## config.mk

```make
export PLATFORM = sky130hd
export DESIGN_NAME = swrc_merge
export DESIGN_NICKNAME = d
export VERILOG_FILES = /design/src/design/swrc_pkg.sv /design/src/design/swrc_merge.sv
export SDC_FILE = /design/constraint.sdc
export NUM_CORES = 1
export LEC_CHECK = 0
export BUFFER_PORTS_ARGS = -buffer_cell sky130_fd_sc_hd__clkbuf_2
export CAP_MARGIN = 5
export CORE_MARGIN = 2
export CORE_UTILIZATION = 57
export CTS_BUF_LIST = sky130_fd_sc_hd__clkbuf_8
export CTS_CLUSTER_DIAMETER = 100
export CTS_CLUSTER_SIZE = 28
export DETAILED_ROUTE_END_ITERATION = 8
export PLACE_DENSITY = 0.92
export SYNTH_ARGS = -nofsm -noshare
export SYNTH_HDL_FRONTEND = slang
export SYNTH_SLANG_ARGS = --single-unit
export TNS_END_PERCENT = 5
```

## constraint.sdc

```tcl
create_clock -name clk -period 7.4 [get_ports clk]
set_clock_uncertainty 0.1 [all_clocks]
set_input_delay 0.37 -clock clk [delete_from_list [all_inputs] [get_ports clk]]
set_output_delay 0.37 -clock clk [all_outputs]
set_load 0.02 [all_outputs]
```

## src/design/swrc_pkg.sv

```systemverilog
// Package for the sliding-window ratio checker: payload structs, command and
// register codes, field widths. No dependencies.
`timescale 1ns / 1ps

package swrc_pkg;

  localparam int OPT_W       = 8;   // option vector width
  localparam int FIELD_W     = 5;   // per-option field in the config words
  localparam int CFG_W       = 40;  // config word width
  localparam int CFG_IDX_W   = 1;
  localparam int LEN_W       = 16;
  localparam int CMD_W       = 2;
  localparam int N_OPTIONS   = 8;
  localparam int WINDOW_MAX  = 16;

  typedef enum logic [CMD_W-1:0] {
    CMD_PROBE  = 2'd0,
    CMD_APPEND = 2'd1,
    CMD_CLEAR  = 2'd2,
    CMD_RSVD   = 2'd3
  } cmd_e;

  typedef enum logic [CFG_IDX_W-1:0] {
    REG_WINDOW_SIZES = 1'b0,
    REG_MAX_COUNTS   = 1'b1
  } cfg_reg_e;

  typedef struct packed {
    logic [CMD_W-1:0] command;
    logic [OPT_W-1:0] option_bits;
  } item_t;

  typedef struct packed {
    logic             feasible;
    logic [OPT_W-1:0] violation_mask;
    logic [LEN_W-1:0] stored_length;
  } result_t;

endpackage

```

## src/design/swrc_merge.sv

```systemverilog
// Merge stage: combines lane violation bits into a result and holds it in
// an output register backed by a skid register. Depends on swrc_pkg.
`timescale 1ns / 1ps

module swrc_merge
  import swrc_pkg::*;
(
  input  logic             clk,
  input  logic             rst,
  input  logic             push,
  input  logic [OPT_W-1:0] vmask,
  input  logic [LEN_W-1:0] length,
  output logic             push_ready,
  output logic             result_valid,
  input  logic             result_ready,
  output result_t          result
);

  result_t fresh;
  result_t out_q;
  result_t skid_q;
  logic    out_valid;
  logic    skid_valid;

  always_comb begin
    fresh.feasible       = (vmask == '0);
    fresh.violation_mask = vmask;
    fresh.stored_length  = length;
  end

  assign push_ready   = !skid_valid;
  assign result_valid = out_valid;
  assign result       = out_q;

  always_ff @(posedge clk) begin
    if (rst) begin
      out_valid  <= 1'b0;
      skid_valid <= 1'b0;
    end else if (!out_valid) begin
      if (push) begin
        out_valid <= 1'b1;
      end
    end else if (result_ready) begin
      if (skid_valid) begin
        skid_valid <= 1'b0;
      end else if (!push) begin
        out_valid <= 1'b0;
      end
    end else if (push) begin
      skid_valid <= 1'b1;
    end
  end

  always_ff @(posedge clk) begin
    if (!out_valid || result_ready) begin
      if (out_valid && skid_valid) begin
        out_q <= skid_q;
      end else if (push) begin
        out_q <= fresh;
      end
    end else if (push) begin
      skid_q <= fresh;
    end
  end

endmodule

```

==> After elaboration in Yosys (flattened, before gate mapping) <==
Index checks and enable logic that the tools add are counted.
{ "word_totals": {"register_bits": 52, "wordCells": 27, "output_inout_bits": 27, "input_bits": 28} }
{ "classes": {"n_mux": 8, "bitwise_logic": 1, "n_reduce_logical": 10} }
{ "ops": {"columns": ["operator", "n"], "rows": [
  ["$mux 25", 2],
  ["$logic_not 8->1", 1],
  ["$mux 1", 6],
  ["$reduce_and 2->1", 3],
  ["$reduce_bool 2->1", 2],
  ["$logic_not 1->1", 2],
  ["$logic_and 1x1->1", 1],
  ["$logic_or 1x1->1", 1],
  ["$not 1->1", 1]
]} }

==> Logic depth before layout (Yosys ltp) <==
Gate-level depths: netlist of run 1.
{ "depth": {"word_depth": 4, "depth_mapped": 3, "ltp_nobuf": 3} }

==> Worst setup path after synthesis of run 1 <==
No wires, ideal clock.
{ "synth_timing": {"path_kind": "reg2reg", "startpoint": "register out_valid (netlist: result_valid)", "endpoint": "register out_q (netlist bit result[0]), enable pin", "arrival_ns": 2.157, "setup_slack_ns": 4.725, "setup_time_ns": 0.419, "path_stages_with_launch": 4, "required_ns": 6.881, "period_less_slack_ns": 2.675, "path_cell_list": "dfxtp_1 -> nand2_2 -> buf_6 -> a22oi_1"} }
{ "synth_via": {"elab_chain_len": 3, "word_cells_on_any_way": 5, "cone_classes": "reduce/logical: 5"} }
{ "synth_rtl": {"columns": ["item", "line", "rtl"], "rows": [
  ["start: declaration", "swrc_merge.sv:22", "logic out_valid;"],
  ["start signal: assignment", "swrc_merge.sv:37", "out_valid <= 1'b0;"],
  ["start signal: assignment", "swrc_merge.sv:41", "out_valid <= 1'b1;"],
  ["start signal: assignment", "swrc_merge.sv:47", "out_valid <= 1'b0;"],
  ["$logic_and 1x1->1 / $logic_not 1->1 (equally long branches)", "swrc_merge.sv:56, swrc_merge.sv:55", null],
  ["$reduce_bool 2->1 (no source line) / $logic_or 1x1->1 (equally long branches)", null, null],
  ["$reduce_and 2->1 (no source line) (*)", null, null],
  ["end signal: assignment", "swrc_merge.sv:57", "out_q <= skid_q;"],
  ["end signal: assignment", "swrc_merge.sv:59", "out_q <= fresh;"],
  ["end: declaration", "swrc_merge.sv:20", "result_t out_q;"]
]} }
Mark *: on every way between the ends. The rest lies on a longest branch, timed or not.
A chain may end at the register's enable or synchronous reset.

==> Worst setup path after layout of run 1 <==
{ "layout_timing": {"startpoint": "register out_valid (netlist: result_valid)", "endpoint": "register out_q (netlist bit result[15]), enable pin"} }
The elaborated chain is that of the path after synthesis.

==> results.md, run 1 <==
- Outcome: complete, no violations
- Setup slack after layout: 5.49 ns
- Most frequent cells after synthesis: 50 x edfxtp_1, 21 x mux2_2, 4 x mux2_1
- Tightest Pin Transition: 1.05 ns
- Setup Slack @ Placement: 5.47 ns
- Crit path time final: 1.91 ns
- Starting DRC count in detailed routing: 38
- Reg2reg path depth: 3
- Drt wl/cell: 15.3 um
- Crit path launch: result_valid
- Avg Inst Size Synth: 21.0 um2
- Initial core utilization: 58.9%
- Post-cts resize count: 0
- Buffers inserted by post-CTS timing repair: 0
- Largest net degree at the start of global routing: 27
- Crit share post-route: 25.8%
- Post-synthesis sequential area ratio: 79.7%
- Hold Crit Class: input pin to flip-flop
- Routability cong.: 0.669
- Initial antenna violation count: 0
- Mean number of vias per cell: 5.16
- Count leader, synth: edfxtp_1
- Min-Delay Startpoint: rst
- Post-synth EDFFs: 50
- Switching Fraction: 18.5%
- Post-DP HPWL: 2.10 mm
- Clock Path Buffers: 2
- Global-route total usage across every layer: 17.2%
- Vias in the first global route: 1050
- Total core area: 0.00328 mm2
- Syn-to-layout area delta: 24.7%
- FF-to-FF End: result[15]
- Yosys warnings: 0
- Overflow after GRT: 0
- RSZ-0062 raised after global routing: no
- Residual DRC count: 0
- Rows: 21
- Input/output buffers: 54
- Fin. Hold Viols: 0
- Nets: 180
- Primary FF master, synth: edfxtp_1
- Seq pwr share: 53.0%
- Largest cells by area after synthesis: edfxtp_1 78%, mux2_2 12%, mux2_1 2.3%
- Die Height: 62.2 um
- I/O pin cnt: 55
- R2r setup slk: 5.49 ns
- Kind of critical path: flip-flop to flip-flop
- Drt total wl: 3.05 mm
- Max-slew violation count: 0
- Clock Latency Late Sink: 0.30 ns
- RR Startpoint: result_valid
- Startpoint Class: flip-flop
- Async set or reset register ratio after synthesis: 0%
- CTS Hold Buffers Added: 0
- Final setup fails: 0
- Worst Setup End Kind: flip-flop
- TritonCTS clock tree: done
- Layout cells sized above 1: 58.2%
- Data arrival, critical path: 1.79 ns
- Max Fanout on Critical Path: 26
- N_diodes: 0
- Number of max-cap violations: 0
- # H-tree levels: 2
- Synth cell types: 14
- Total number of vias: 1026
- Setup tns final: 0 ns
- Clk pwr share: 39.4%
- Cell count after synthesis: 92
- WHS Path Cells: 2
- PwrDens: 268 mW/mm2
- CTS root buf: clkbuf_8
- Post-synthesis register bit count: 52
- Max frequency: 524 MHz
- Reg clk slew, reported paths: 0.09 ns
- Peak VDD IR: 0.238 mV
- Hold EP: result_valid
- Area of the die: 0.00387 mm2
- Syn_nets: 120
- Post-synthesis cell area: 0.00193 mm2
- Internal power component: 526 uW
- P_leak: 0.000935 uW
- Count of TritonRoute iterations in the first routing pass: 4
- Synth area leader: edfxtp_1
- Net Sw Power: 120 uW
- Combinational Power Share: 7.6%
- First-pass GRT wire length: 4.85 mm
- Area share of the largest cell type after synthesis: 77.7%
- Slew margin rel.: 30.0%
- CTS Buf Count: 5
- Clk sinks: 52
- Crit path required time: 7.28 ns
- Hold_ws: 0.134 ns
- Post-detailed-route count of antenna-violating nets: 0
- DIE WIDTH: 62.2 um
==> area by class of cell <==
class / instances / area [um2]
Clock inverter: 3 / 90.1
Timing Repair Buffer: 55 / 278
Clock buffer: 5 / 68.8
Multi-Input combinational cell: 35 / 363
Inverter: 3 / 11.3
Sequential cell: 52 / 1540
Tap cell: 46 / 57.6
Fill cell: 206 / 875
==> sequential cells by signal (all words and copies together) (netlist names) <==
register / cells
result_valid: 1
skid_q: 25
result: 25
skid_valid: 1
==> cells by family (layout without fill, tap and decap cells) <==
family	Yosys count	count (layout)	synth area share, %
AO/OA/AOI/OAI	5	5	1.55
buffers and inverters	5	66	1.75
AND/OR/NAND/NOR	5	5	2.40
multiplexers	25	25	14.6
flip-flops	52	52	79.7
==> power by group through the flow <==
stage / registers (uW) / clock network, uW / logic [uW]
floorplan: 361 / 0 / 15.1
global placement: 349 / 0 / 48.1
detailed placement: 349 / 0 / 49.5
CTS: 342 / 258 / 50.0
global route: 343 / 269 / 53.3
finish: 342 / 255 / 49.2
==> worst max path at each step <==
stage	end	slack (ns)
after detailed placement	skid_q[7]	5.47
after floorplan	result[0]	4.72
after CTS	result[2]	5.45
final	result[15]	5.49
after global placement	skid_q[22]	5.53
after global routing	result[1]	5.33
==> worst max-delay path, stage by stage (launching register included) <==
cell	delay [ns]
dfxtp_1	0.46
nand2_2	0.42
a22oi_2	0.26
buf_4	0.34
==> layer usage <==
layer | wire [um] | GRT usage [%]
met4 | 32 | 8.06
met5 | 0 | 0
met2 | 1600 | 29.6
met3 | 227 | 6.70
met1 | 1180 | 18.7
==> metrics by stage <==
| stage | power (uW) | utilization (%) | cell area [um2] | std cells |
|---|---|---|---|---|
| finish | 646 | 73.4 | 2410 | 199 |
| floorplan | 377 | - | 1930 | 92 |
| CTS | 651 | 73.4 | 2410 | 199 |
| global route | 666 | 73.4 | 2410 | 199 |
| global placement | 397 | 68.5 | 2250 | 191 |
| detailed placement | 399 | 68.5 | 2250 | 191 |
==> cells in the final DEF, fill, tap and decap left out <==
cell type,Yosys,final
clkbuf_8,0,5
or4_4,2,2
mux2_1,4,4
nor2_4,1,1
a22oi_2,0,1
bufinv_16,0,3
inv_1,3,3
nand2_2,1,1
o21ai_0,1,1
edfxtp_1,50,50
clkbuf_2,0,54
buf_4,0,1
dfxtp_1,2,2
a211oi_1,1,1
mux2_2,21,21
and3_1,1,1
a21oi_1,2,2
No activity file was read; power rests on OpenSTA's default activity.
==> run 2: changes to the inputs <==
--- a/config.mk
+++ b/config.mk
@@ -8,12 +8,12 @@
 export BUFFER_PORTS_ARGS = -buffer_cell sky130_fd_sc_hd__clkbuf_2
 export CAP_MARGIN = 5
 export CORE_MARGIN = 2
-export CORE_UTILIZATION = 57
+export CORE_UTILIZATION = 53
 export CTS_BUF_LIST = sky130_fd_sc_hd__clkbuf_8
 export CTS_CLUSTER_DIAMETER = 100
 export CTS_CLUSTER_SIZE = 28
 export DETAILED_ROUTE_END_ITERATION = 8
-export PLACE_DENSITY = 0.92
+export PLACE_DENSITY = 0.87
 export SYNTH_ARGS = -nofsm -noshare
 export SYNTH_HDL_FRONTEND = slang
 export SYNTH_SLANG_ARGS = --single-unit
==> constraint.sdc (replaced) <==
create_clock -name clk -period 1.77 [get_ports clk]
set_clock_uncertainty 0.1 [all_clocks]
set_input_delay 0.0885 -clock clk [delete_from_list [all_inputs] [get_ports clk]]
set_output_delay 0.0885 -clock clk [all_outputs]
set_load 0.02 [all_outputs]
==> run 2 against run 1 <==
Flip-flop and latch count unchanged. Die area increased by 7.1%. Via count grew 12%. Maximum frequency rose by 22%. Worst setup slack worse by 5.3 ns. Register-to-register slack worse by 5.3 ns. First-iteration DRC count is 18% lower. Sequential share of layout area shrank 5.9 points. Sequential power increased to 4.2 times the previous value. Total power rose to 3.8 times the previous value. Critical path type unchanged. Critical endpoint is now result[12]. Largest cell class unchanged.
==> results.md, run 2 (same netlist as run 1, synthesis figures left out) <==
- DP Cell Count: 194 (+1.6%)
- Crit path required time: 1.67 ns (-5.61 ns)
- Buffers inserted by post-CTS timing repair: 0 (unchanged)
- Outcome: complete, no violations
- Data arrival, critical path: 1.46 ns (-0.33 ns)
- Max-slew violation count: 0 (unchanged)
- RR Startpoint: skid_valid
- FF-to-FF End: result[12]
- Routability cong.: 0.782 (+17%)
- Most frequent cells in the layout: 54 x clkbuf_2, 50 x edfxtp_1, 27 x dlygate4sd3_1
- Number of max-cap violations: 0 (unchanged)
- PwrDens: 924 mW/mm2 (+240%)
- Total number of vias: 1152 (+12%)
- Tightest Pin Transition: 0.344 ns (-0.706 ns)
- RSZ-0062 raised after global routing: no
- Drt total wl: 3.54 mm (+16%)
- Peak VDD IR: 0.670 mV (+180%)
- Startpoint Class: flip-flop
- Input/output buffers: 54 (unchanged)
- Clock Latency Late Sink: 0.29 ns (about the same)
- N_diodes: 0 (unchanged)
- Largest net degree at the start of global routing: 26 (-3.7%)
- Clock Path Buffers: 2 (unchanged)
- WHS Path Cells: 3 (+1)
- Area of the die: 0.00415 mm2 (+7.1%)
- Final setup fails: 0 (unchanged)
- Total core area: 0.00342 mm2 (+4.0%)
- P_leak: 0.00106 uW (+13%)
- Seq pwr share: 58.3% (+5.3 points)
- Clk sinks: 52 (unchanged)
- Global-route total usage across every layer: 18.7% (+1.5 points)
- Fillcell total: 217 (+5.3%)
- Initial antenna violation count: 0 (unchanged)
- Clk pwr share: 31.1% (-8.3 points)
- Reg clk slew, reported paths: 0.09 ns (about the same)
- Internal power component: 1950 uW (+270%)
- Post-DP HPWL: 2.26 mm (+7.6%)
- Initial core utilization: 56.6% (-2.3 points)
- I/O pin cnt: 55 (unchanged)
- Overflow after GRT: 0 (unchanged)
- CTS Hold Buffers Added: 27 (+27)
- Setup Slack @ Placement: 0.219 ns (-5.25 ns)
- Post-cts resize count: 0 (unchanged)
- Hold_ws: 0.0176 ns (-0.116 ns)
- Nets: 210 (+17%)
- Post-detailed-route count of antenna-violating nets: 0 (unchanged)
- Setup slack after layout: 0.205 ns (-5.28 ns)
- Critical Path End: result[12]
- Layout cells sized above 1: 50.3% (-7.9 points)
- Crit path time final: 1.57 ns (-0.345 ns)
- Starting DRC count in detailed routing: 31 (-18%)
- Die Height: 64.4 um (+3.5%)
- Max Fanout on Critical Path: 25 (-3.8%)
- Vias in the first global route: 1177 (+12%)
- Final std cells w/o fill: 229 (+15%)
- Worst Setup End Kind: flip-flop
- First-pass GRT wire length: 5.72 mm (+18%)
- Post-DP Area: 0.00228 mm2 (+1.4%)
- Count of TritonRoute iterations in the first routing pass: 4 (unchanged)
- Kind of critical path: flip-flop to flip-flop
- CTS root buf: clkbuf_8
- # H-tree levels: 2 (unchanged)
- Syn-to-layout area delta: 37.6%
- Reg2reg path depth: 3 (unchanged)
- Switching Fraction: 20.6% (+2.1 points)
- Hold Crit Class: input pin to flip-flop
- Max frequency: 639 MHz (+22%)
- Setup tns final: 0 ns (unchanged)
- Fin. Hold Viols: 0 (unchanged)
- Most common cell after layout, fill and taps aside: clkbuf_2
- Mean number of vias per cell: 5.03 (-2.4%)
- Crit share post-route: 88.4% (+63 points)
- TritonCTS clock tree: done
- DIE WIDTH: 64.4 um (+3.5%)
- Residual DRC count: 0 (unchanged)
- CTS Buf Count: 5 (unchanged)
- Combinational Power Share: 10.6% (+3.0 points)
- Net Sw Power: 507 uW (+320%)
- Drt wl/cell: 15.5 um (+1.0%)
- Slew margin rel.: 77.1% (+47 points)
- Crit path launch: skid_valid
- Final Instance Area: 0.00266 mm2 (+10%)
- R2r setup slk: 0.20 ns (-5.28 ns)
- Rows: 21 (unchanged)
==> run 2: cell types whose count changed in the layout (fill, tap and decap cells not counted) <==
cell / delta
nand2_4: +1
clkinv_2: +1
buf_4: +3
nand2_2: -1
dfxtp_1: -1
dfxtp_4: +1
dlygate4sd3_1: +27
bufinv_16: -2
inv_1: +1
==> run 2: how the worst min path moves through the flow <==
stage,end,from
floorplan,result_valid,rst
global placement,result_valid,rst
detailed placement,result_valid,rst
CTS,skid_valid,push
global route,skid_valid,push
finish,skid_valid,push
==> run 2: cell type report <==
| cell class | count | area (um2) | share of cell area (%) |
|---|---|---|---|
| Clock inverter | 3 | 38.8 | 1.46 |
| Sequential cell | 52 | 1550 | 58.1 |
| Clock buffer | 5 | 68.8 | 2.59 |
| Multi-Input combinational cell | 35 | 368 | 13.8 |
| Inverter | 3 | 11.3 | 0.423 |
| Tap cell | 46 | 57.6 | 2.16 |
| Timing Repair Buffer | 85 | 571 | 21.4 |
==> run 2: metal layers <==
| layer | track usage (%) | vias up | part of all wire, % |
|---|---|---|---|
| li1 | - | 548 | - |
| met1 | 23.9 | 549 | 42 |
| met2 | 30.2 | 49 | 51 |
| met3 | 5.81 | 6 | 5.9 |
| met4 | 6.91 | 0 | 1.2 |
| met5 | 0 | - | 0 |
==> run 2: power groups by stage <==
stage	clock, uW	combinational, uW	sequential (uW)
after floorplan	0	64.5	1510
after global placement	0	204	1460
after detailed placement	0	213	1460
after CTS	788	260	1430
after global routing	836	280	1440
final	764	260	1430
==> run 2: worst max-delay path: stages (launching register included) <==
cell,delay (ns)
dfxtp_1,0.43
nand2_4,0.23
a22oi_2,0.24
buf_4,0.24
==> run 2: metrics by stage <==
stage,power (uW),utilization (%)
after global placement,1660,66.8
final,2460,77.9
after CTS,2480,77.9
after floorplan,1580,-
after global routing,2550,77.9
after detailed placement,1670,66.8
==> run 3: changes to the inputs <==
--- a/config.mk
+++ b/config.mk
@@ -7,13 +7,16 @@
 export LEC_CHECK = 0
 export BUFFER_PORTS_ARGS = -buffer_cell sky130_fd_sc_hd__clkbuf_2
 export CAP_MARGIN = 5
+export CELL_PAD_IN_SITES_DETAIL_PLACEMENT = 1
+export CELL_PAD_IN_SITES_GLOBAL_PLACEMENT = 1
+export CORE_ASPECT_RATIO = 0.6
 export CORE_MARGIN = 2
-export CORE_UTILIZATION = 53
+export CORE_UTILIZATION = 44
 export CTS_BUF_LIST = sky130_fd_sc_hd__clkbuf_8
 export CTS_CLUSTER_DIAMETER = 100
 export CTS_CLUSTER_SIZE = 28
 export DETAILED_ROUTE_END_ITERATION = 8
-export PLACE_DENSITY = 0.87
+export PLACE_DENSITY = 0.86
 export SYNTH_ARGS = -nofsm -noshare
 export SYNTH_HDL_FRONTEND = slang
 export SYNTH_SLANG_ARGS = --single-unit
==> run 3 against run 2 <==
Clock power grew 0.8%. Maximum frequency grew 2.4%. Critical path depth grew 3. Final area grew 1.8%. Flip-flop and latch count is the same. Core utilization shrank 13 points. Global-route usage shrank 1.0 points. Die area grew 20%. Routed wire length grew 13%. Critical endpoint is now result_valid. Largest cell class unchanged. Highest routed layer unchanged.
==> results.md, run 3 (same netlist as run 1, synthesis figures left out) <==
- Crit share post-route: 86.4% (-2.1 points)
- Clock Path Buffers: 2 (unchanged)
- Routability cong.: 0.703 (-10%)
- Worst path most repeated cell: dlygate4sd3_1
- Max Fanout on Critical Path: 3 (-88%)
- Rows: 18 (-14%)
- Drt wl/cell: 16.5 um (+6.7%)
- Nets: 209 (-0.48%)
- CTS Buf Count: 5 (unchanged)
- Reg clk slew, reported paths: 0.08 ns (about the same)
- PwrDens: 914 mW/mm2 (-1.1%)
- Final setup fails: 0 (unchanged)
- R2r setup slk: 0.34 ns (+0.14 ns)
- Hold Crit Class: input pin to flip-flop
- RSZ-0062 raised after global routing: no
- Most common cell after layout, fill and taps aside: clkbuf_2
- Max-slew violation count: 0 (unchanged)
- Crit path time final: 1.53 ns (-0.0364 ns)
- Input/output buffers: 54 (unchanged)
- # H-tree levels: 2 (unchanged)
- N_diodes: 0 (unchanged)
- Global-route total usage across every layer: 17.7% (-1.0 points)
- First-pass GRT wire length: 6.42 mm (+12%)
- Area of the die: 0.00496 mm2 (+20%)
- Post-DP HPWL: 2.53 mm (+12%)
- Setup tns final: 0 ns (unchanged)
- Total core area: 0.00417 mm2 (+22%)
- Max frequency: 654 MHz (+2.4%)
- Crit path cell chain: dlygate4sd3_1, clkbuf_2, inv_1, o21ai_0, a21oi_1, dlygate4sd3_1
- P_leak: 0.00106 uW (+0.84%)
- Data arrival, critical path: 1.60 ns (+0.14 ns)
- Count of TritonRoute iterations in the first routing pass: 4 (unchanged)
- Startpoint Class: input pin
- Slowest stage delay, CP: 0.56 ns (+0.13 ns)
- Worst Setup End Kind: flip-flop
- Tightest Pin Transition: 0.194 ns (-0.150 ns)
- Number of max-cap violations: 0 (unchanged)
- Outcome: complete, no violations
- Die Height: 55.3 um (-14%)
- DIE WIDTH: 89.6 um (+39%)
- Clock Latency Late Sink: 0.29 ns (about the same)
- Area of the multi-input gates: 368 um2 (unchanged)
- Drt total wl: 4.00 mm (+13%)
- Total power: 2470 uW (+0.71%)
- Clk sinks: 52 (unchanged)
- Vias in the first global route: 1270 (+7.9%)
- Critical path's slowest cell: dlygate4sd3_1
- Post-DP Area: 0.00233 mm2 (+2.1%)
- CTS root buf: clkbuf_8
- Buffers inserted by post-CTS timing repair: 0 (unchanged)
- Starting DRC count in detailed routing: 49 (+58%)
- Syn-to-layout area delta: 40.1%
- Kind of critical path: input pin to flip-flop
- Initial antenna violation count: 0 (unchanged)
- Final Instance Area: 0.00271 mm2 (+1.8%)
- Overflow after GRT: 0 (unchanged)
- Total number of vias: 1125 (-2.3%)
- Post-detailed-route count of antenna-violating nets: 0 (unchanged)
- Fillcell total: 382 (+76%)
- Reg area: 0.00155 mm2 (unchanged)
- I/O pin cnt: 55 (unchanged)
- Fin. Hold Viols: 0 (unchanged)
- Largest net degree at the start of global routing: 26 (unchanged)
- Residual DRC count: 0 (unchanged)
- Peak VDD IR: 0.469 mV (-30%)
- Initial core utilization: 46.4% (-10 points)
- TritonCTS clock tree: done
- Layout cells sized above 1: 50.0% (-0.27 points)
- Most frequent cells in the layout: 54 x clkbuf_2, 50 x edfxtp_1, 27 x dlygate4sd3_1
- Slew margin rel.: 87.0% (+9.9 points)
- Crit path required time: 1.85 ns (+0.18 ns)
- Mean number of vias per cell: 4.65 (-7.6%)
==> run 3: metal layers <==
metal	global-route usage, %	share of wire (%)	vias to the layer above
li1	-	-	542
met1	21.2	41	543
met2	31.6	54	38
met3	5.53	5.4	2
met4	2.56	0.20	0
met5	0	0	-
==> run 3: final timing paths <==
path,startpoint,to,cells past startpoint
max,result_ready,result_valid,6
min,push,skid_valid,3
max reg2reg,skid_valid,result[14],3
min reg2reg,result_valid,skid_valid,1
==> run 3: what timing repair did <==
action / in CTS / in global routing
endpoints found under the hold margin: 27 / 0
hold buffers: 27 / 0
gates resized for setup: 0 / 0
==> run 3: worst max-delay path: cells and delay by family <==
kind,cells,cell delay (ns)
AOI/OAI and AO/OA,2,0.23
buffers and inverters,4,1.29
==> run 3: area by class of cell <==
type | instances | share of cell area (%)
Inverter | 3 | 0.416
Tap cell | 60 | 2.77
Clock inverter | 3 | 1.43
Sequential cell | 52 | 57.1
Clock buffer | 5 | 2.54
Timing Repair Buffer | 84 | 22.2
Multi-Input combinational cell | 35 | 13.6
==> run 3: through the flow <==
stage | hold WS, ns | std cells | utilization, % | setup slack (ns)
2_1_floorplan | 0.0479 | 92 | - | -0.152
3_3_place_gp | 0.155 | 207 | 55.9 | 0.404
3_5_place_dp | 0.162 | 207 | 55.9 | 0.352
4_1_cts | 0.0234 | 242 | 65.0 | 0.299
5_1_grt | 0.0663 | 242 | 65.0 | 0.174
6_report | 0.0338 | 242 | 65.0 | 0.241
==> run 3: power breakdown <==
group / switching, uW / internal, uW / leakage [uW] / total [uW]
combinational: 142 / 129 / 0.000519 / 271
sequential: 20.4 / 1410 / 0.000486 / 1430
clock: 356 / 414 / 0.0000593 / 770
total: 518 / 1960 / 0.00106 / 2470
